<file path="config.mk">
export PLATFORM = sky130hd
export DESIGN_NAME = sfod_div
export DESIGN_NICKNAME = d
export VERILOG_FILES = /design/src/spectral_flux_onset_detector_unit_macros.svh /design/src/sfod_pkg.sv /design/src/sfod_div.sv
export SDC_FILE = /design/constraint.sdc
export NUM_CORES = 1
export LEC_CHECK = 0
export ABC_AREA = 1
export BUFFER_PORTS_ARGS = -buffer_cell sky130_fd_sc_hd__buf_2
export CELL_PAD_IN_SITES_DETAIL_PLACEMENT = 1
export CELL_PAD_IN_SITES_GLOBAL_PLACEMENT = 2
export CORE_UTILIZATION = 35
export CTS_CLUSTER_SIZE = 14
export DETAILED_ROUTE_END_ITERATION = 10
export HOLD_SLACK_MARGIN = 0.08
export PLACE_DENSITY = 0.89
export SETUP_SLACK_MARGIN = 0.5
export SYNTH_ARGS = -nofsm -noshare
export SYNTH_HDL_FRONTEND = slang
export SYNTH_SLANG_ARGS = --single-unit
</file>
<file path="constraint.sdc">
create_clock -name clk -period 16.3 [get_ports clk]
set_input_delay 4.075 -clock clk [delete_from_list [all_inputs] [get_ports clk]]
set_output_delay 4.075 -clock clk [all_outputs]
set_load 0.01 [all_outputs]
</file>
<file path="src/spectral_flux_onset_detector_unit_macros.svh">
// assertion macros used by the onset detector top level
`ifndef SPECTRAL_FLUX_ONSET_DETECTOR_UNIT_MACROS_SVH
`define SPECTRAL_FLUX_ONSET_DETECTOR_UNIT_MACROS_SVH

// same-cycle implication, clocked on clk, off during rst
`define SFOD_ASSERT_NOW(lbl, ante, cons, msg) \
  lbl: assert property (@(posedge clk) disable iff (rst) (ante) |-> (cons)) else $error(msg);

// next-cycle implication
`define SFOD_ASSERT_NEXT(lbl, ante, cons, msg) \
  lbl: assert property (@(posedge clk) disable iff (rst) (ante) |=> (cons)) else $error(msg);

`endif

</file>
<file path="src/sfod_pkg.sv">
// shared constants and types of the onset detector
`timescale 1ns / 1ps
package sfod_pkg;

  localparam int MAX_BINS_DEF = 4096;

  localparam int CFG_IW = 3;
  localparam logic [CFG_IW-1:0] REG_ONSET_ENABLE    = 3'd0;
  localparam logic [CFG_IW-1:0] REG_GROUP_BINS      = 3'd1;
  localparam logic [CFG_IW-1:0] REG_THRESHOLD_LOW   = 3'd2;
  localparam logic [CFG_IW-1:0] REG_THRESHOLD_SCALE = 3'd3;

  localparam logic [12:0] GROUP_BINS_RST = 13'd47;
  localparam logic [15:0] ONE_Q15 = 16'd32768;

  localparam int DVD_W = 64;
  localparam int DSR_W = 48;
  localparam logic signed [55:0] FLUX_MAX = 56'sh7F_FFFF_FFFF_FFFF;
  localparam logic signed [55:0] FLUX_MIN = 56'sh80_0000_0000_0000;

  typedef struct packed {
    logic             start;
    logic [DVD_W-1:0] dividend;
    logic [DSR_W-1:0] divisor;
  } div_req_t;

  typedef struct packed {
    logic             done;
    logic [DVD_W-1:0] quotient;
  } div_rsp_t;

endpackage

</file>
<file path="src/sfod_div.sv">
// restoring divider, one quotient bit per cycle
`timescale 1ns / 1ps
module sfod_div (
  input  logic               clk,
  input  logic               rst,
  input  sfod_pkg::div_req_t req,
  output sfod_pkg::div_rsp_t rsp
);
  import sfod_pkg::*;

  localparam int CW = $clog2(DVD_W);

  logic             busy;
  logic [CW-1:0]    cnt;
  logic [DVD_W-1:0] dvd;
  logic [DSR_W:0]   rem;
  logic [DSR_W-1:0] dsr;
  logic             done;
  logic [DSR_W:0]   rem_sh;
  logic [DSR_W:0]   rem_sub;
  logic             fits;

  always_comb begin
    rem_sh  = {rem[DSR_W-1:0], dvd[DVD_W-1]};
    rem_sub = rem_sh - {1'b0, dsr};
    fits    = rem_sh >= {1'b0, dsr};
  end

  always_ff @(posedge clk) begin
    if (rst) begin
      busy <= 1'b0;
      done <= 1'b0;
      cnt  <= '0;
    end else begin
      done <= 1'b0;
      if (req.start) begin
        busy <= 1'b1;
        cnt  <= '0;
        dvd  <= req.dividend;
        dsr  <= req.divisor;
        rem  <= '0;
      end else if (busy) begin
        // quotient bits shift in where dividend bits leave
        rem <= fits ? rem_sub : rem_sh;
        dvd <= {dvd[DVD_W-2:0], fits};
        cnt <= cnt + 1'b1;
        if (cnt == CW'(DVD_W - 1)) begin
          busy <= 1'b0;
          done <= 1'b1;
        end
      end
    end
  end

  assign rsp.done     = done;
  assign rsp.quotient = dvd;
endmodule

</file>
Word level (Yosys, flattened, before mapping)
Index checks and enable logic that the tools add are counted.
{"block": "op_classes", "addsub": 2, "order_cmp": 1, "n_eq_ne": 1, "n_mux": 8, "n_bitwise": 2, "n_reduce_logical": 5}
{"operator": "2-to-1 mux 64 bit", "n": 2}
{"operator": "2-to-1 mux 48 bit", "n": 2}
{"operator": "greater-or-equal comparator 49 x 48 -> 1 bit", "n": 1}
{"operator": "subtractor 48 bit", "n": 1}
{"operator": "adder 6 x 1 -> 6 bit (second input constant)", "n": 1}
{"operator": "equality test 6 bit (second input constant)", "n": 1}
{"operator": "2-to-1 mux 1 bit", "n": 4}
{"operator": "AND reduction 2 bit", "n": 2}
{"operator": "OR reduction 3 bit", "n": 1}
{"operator": "NOT 1 bit", "n": 2}
{"operator": "nonzero test 2 bit", "n": 1}
{"operator": "OR reduction 2 bit", "n": 1}
{"block": "word_totals", "ff_bits": 168, "output_inout_bits": 65, "elab_cells": 25}

Longest topological paths before layout
{"block": "depth", "depth_word": 4, "mapped_depth": 17, "ltp_nobuf": 16}

Worst setup path after synthesis
No wires, ideal clock.
{"block": "synth_timing", "kind": "input to register", "startpoint": "in req[112] (netlist bit)", "endpoint": "reg dvd[0] (enable)", "setup_ps": 621, "t_arrival_ps": 9880, "path_slack_ps": 5799, "stages": 3, "path_buffers": 1, "path_cell_list": "clkinv_1 -> clkbuf_1 -> a21oi_1"}
{"block": "synth_between", "elab_chain_len": 2}
{"item": "start: declaration", "line_no": "sfod_div.sv:6", "rtl": "input sfod_pkg::div_req_t req,"}
{"item": "nonzero test 2 bit (no line)"}
{"item": "AND reduction 2 bit (no line)"}
{"item": "end signal: assignment", "line_no": "sfod_div.sv:39", "rtl": "dvd <= req.dividend;"}
{"item": "end signal: assignment", "line_no": "sfod_div.sv:45", "rtl": "dvd <= {dvd[DVD_W-2:0], fits};"}
{"item": "end: declaration", "line_no": "sfod_div.sv:15", "rtl": "logic [DVD_W-1:0] dvd;"}
No other way between the ends.
A chain may end at the register's enable or synchronous reset.

Worst setup path in the final report
{"block": "layout_timing", "startpoint": "in req[112] (netlist bit)", "endpoint": "reg rem[22] (enable)"}
{"block": "layout_between", "elab_chain_len": 2}
{"item": "nonzero test 2 bit (no line)"}
{"item": "AND reduction 2 bit (no line)"}
{"item": "end signal: assignment", "line_no": "sfod_div.sv:44", "rtl": "rem <= fits ? rem_sub : rem_sh;"}
{"item": "end: declaration", "line_no": "sfod_div.sv:16", "rtl": "logic [DSR_W:0] rem;"}
No other way between the ends.

==> impl_metrics.py <==
metrics = {
    "hold_path": {
        "min_to": "cnt[5]$_SDFFE_PP0P_",
        "min_from": "cnt[5]$_SDFFE_PP0P_",
        "min_path_type": "reg2reg",
        "hold_depth": 2,
    },
    "route": {
        "drtIter0Drc": 595,
        "ant_nets": 0,
        "drcViolationCount": 4,
        "drtPass1Iterations": 8,
        "vias": 9811,
        "avgViaCountPerCell": 4.74,
        "wl_per_cell_um": 16.2,
        "routed_wl_um": 33500,
    },
    "cells_and_area": {
        "diodes": 0,
        "seq_area_um2": 4960,
        "area_growth_syn_to_layout_pct": 17.2,
        "nets": 1827,
        "drive_gt1_frac": 0.154,
        "multi_input_area_um2": 4900,
        "final.fill_count": 3992,
    },
    "clock_tree": {
        "htreeDepth": 4,
        "cts.path.max_buffers": 2,
        "clkTransAtPathRegs_ns": 0.07,
        "ctsResizeCount": 0,
        "cts_tree": "built",
        "numCtsBuffers": 17,
        "post-cts-setup-buffer-count": 0,
        "hold_buffers": 0,
        "clock_latency_ns": 0.46,
        "clockRootBuffer": "clkbuf_16",
        "clock_sinks": 168,
    },
    "global_routing": {
        "antenna_found_initial": 2,
        "grt_usage": 0.217,
        "gr-total-overflow": 0,
        "grt_max_degree": 70,
        "grt_pass1_wl_um": 53000,
        "grt_pass1_vias": 10200,
    },
    "placement": {
        "portBuffers": 179,
        "place_congestion": 0.930,
        "hpwl_um": 26300,
        "dp_slack_ns": 9.06,
    },
    "timing": {
        "period_needed_ns": 6.77,
        "skew_ns": 0.0164,
        "hold_violations": 0,
        "fin_ws_ns": 9.53,
        "rsz0062_at_grt": "false",
        "setup_violations": 0,
        "fin_crit_sh": 0.415,
        "slew_headroom": 0.338,
        "fmax_mhz": 148,
        "final-max-slew-violation-count": 0,
        "fin_setup_tns_ns": 0,
        "worst_slew_pin_slew_ns": 0.993,
    },
    "synth": {
        "synth_warnings": 0,
        "synth_edf_count": 160,
        "synth_area_leaders": "edfxtp_1 44%, nand2_1 20%, inv_1 8.5%, ha_1 5.6%, nor2_1 5.3%",
        "synth_top_area_share": 0.437,
        "synthFlopType": "edfxtp_1",
        "synthArstFlopShare": 0,
        "synth_area_per_cell_um2": 7.40,
        "netlist_area_um2": 11000,
        "ys_seq_area_frac": 0.451,
        "yosysTopAreaCell": "edfxtp_1",
        "synth_cells": 1488,
        "synth_nets": 1653,
        "synth_cell_types": 40,
        "synth_seq_cells": 168,
    },
    "floorplanning": {
        "start_util": 0.358,
        "die_area_um2": 32200,
        "die_h_um": 179,
        "core-area_um2": 30700,
        "rows": 64,
        "ios": 180,
        "die_x_um": 179,
    },
    "critical_path": {
        "cp_data_arrival_time_ns": 6.84,
        "critPathMaxFanout": 69,
        "worstPathRequired_ns": 16.37,
        "reg2reg_slack_ns": 12.92,
        "crit_type": "in2reg",
        "crit_path_end_kind": "flip-flop",
        "r2r-end": "rem[0]$_SDFFCE_PP0P_",
        "worstRegToRegCells": 12,
        "startpoint_type": "primary input",
        "r2r-start": "rem[17]$_SDFFCE_PP0P_",
    },
    "power_and_ir_drop": {
        "ir_drop_uv": 72.3,
        "power_per_cell_area_nw_per_um2": 106,
        "p_leak_nw": 6.72,
    },
    "flow_run": {
        "drv_cap": 0,
    },
    "run_status": {
        "status": "finished with violations",
        "violations": "DRC",
    },
}
through the flow:
step | std cells | util | area [um2] | total power, W | hold slack (ns)
after detailed placement | 2039 | 0.399 | 12300 | 0.000927 | 0.462
after global placement | 2039 | 0.399 | 12300 | 0.000915 | 0.453
final | 2071 | 0.420 | 12900 | 0.00137 | 0.472
after floorplan | 1488 | - | 11000 | 0.000812 | 0.437
after CTS | 2071 | 0.420 | 12900 | 0.00138 | 0.481
after global routing | 2071 | 0.420 | 12900 | 0.00145 | 0.524
metal layers:
layer / routed length, um / up-vias / track usage
li1: - / 4978 / -
met1: 15800 / 4604 / 0.282
met2: 15600 / 193 / 0.363
met3: 1550 / 34 / 0.0450
met4: 530 / 2 / 0.0595
met5: 10 / - / 0
cell type report:
type | count | area share
Sequential cell | 168 | 0.385
Multi-Input combinational cell | 1034 | 0.380
Inverter | 257 | 0.0749
Timing Repair Buffer | 184 | 0.0723
Tap cell | 396 | 0.0384
Clock buffer | 17 | 0.0330
Clock inverter | 15 | 0.0165
flip-flops by register name, indices dropped and copies added (netlist names):
| name | cells |
|---|---|
| dvd | 64 |
| dsr | 48 |
| rem | 48 |
| cnt | 6 |
| busy | 1 |
| done | 1 |
layout by cell type, fill, tap and decap left out, types with 8 or more instances in the layout:
cell type	instances
nand2_1	590
inv_1	250
buf_2	179
edfxtp_1	160
nor2_1	154
nand3_1	62
ha_1	49
a21oi_1	45
o21ai_0	31
xor2_1	23
clkbuf_16	17
nand2_2	11
nor3_1	10
nand4_1	9
nor2_2	8
dfxtp_1	8
worst max-delay path, cell delays in order:
cell	delay [ns]
buf_2	0.07
buf_4	0.53
clkinv_2	0.89
a21oi_4	0.38
buf_4	0.76
logic make-up after synthesis:
kind of cell | after synthesis | share of synthesized area
flops | 168 | 0.451
fa+ha+maj | 50 | 0.0575
buf+inv | 286 | 0.105
xor+xnor | 27 | 0.0215
compound gates | 95 | 0.0466
simple gates | 862 | 0.318
how the worst max path moves through the flow:
stage | start | end | slack (ns) | cells after the start
2_1_floorplan | req[112] | dvd[0]$_DFFE_PP_ | 5.80 | 3
3_5_place_dp | req[112] | rem[41]$_SDFFCE_PP0P_ | 9.06 | 5
6_report | req[112] | rem[22]$_SDFFCE_PP0P_ | 9.53 | 5
5_1_grt | req[112] | rem[46]$_SDFFCE_PP0P_ | 9.28 | 5
4_1_cts | req[112] | rem[46]$_SDFFCE_PP0P_ | 9.53 | 5
3_3_place_gp | req[112] | rem[42]$_SDFFCE_PP0P_ | 9.12 | 5
report_power, final:
| group | switching [W] | internal (W) |
|---|---|---|
| Clock | 0.000203 | 0.000249 |
| Sequential | 0.0000186 | 0.000519 |
| Combinational | 0.000255 | 0.000123 |
| Total | 0.000477 | 0.000892 |
synth_stat cells (8+ instances only):
| cell | number |
|---|---|
| nand2_1 | 590 |
| inv_1 | 250 |
| edfxtp_1 | 160 |
| nor2_1 | 155 |
| nand3_1 | 62 |
| ha_1 | 49 |
| a21oi_1 | 46 |
| o21ai_0 | 31 |
| xor2_1 | 23 |
| clkbuf_1 | 18 |
| nand2_2 | 11 |
| nor3_1 | 10 |
| nand4_1 | 9 |
| dfxtp_1 | 8 |
| nor2_2 | 8 |
Note: power is estimated with default switching activity, not from simulation.
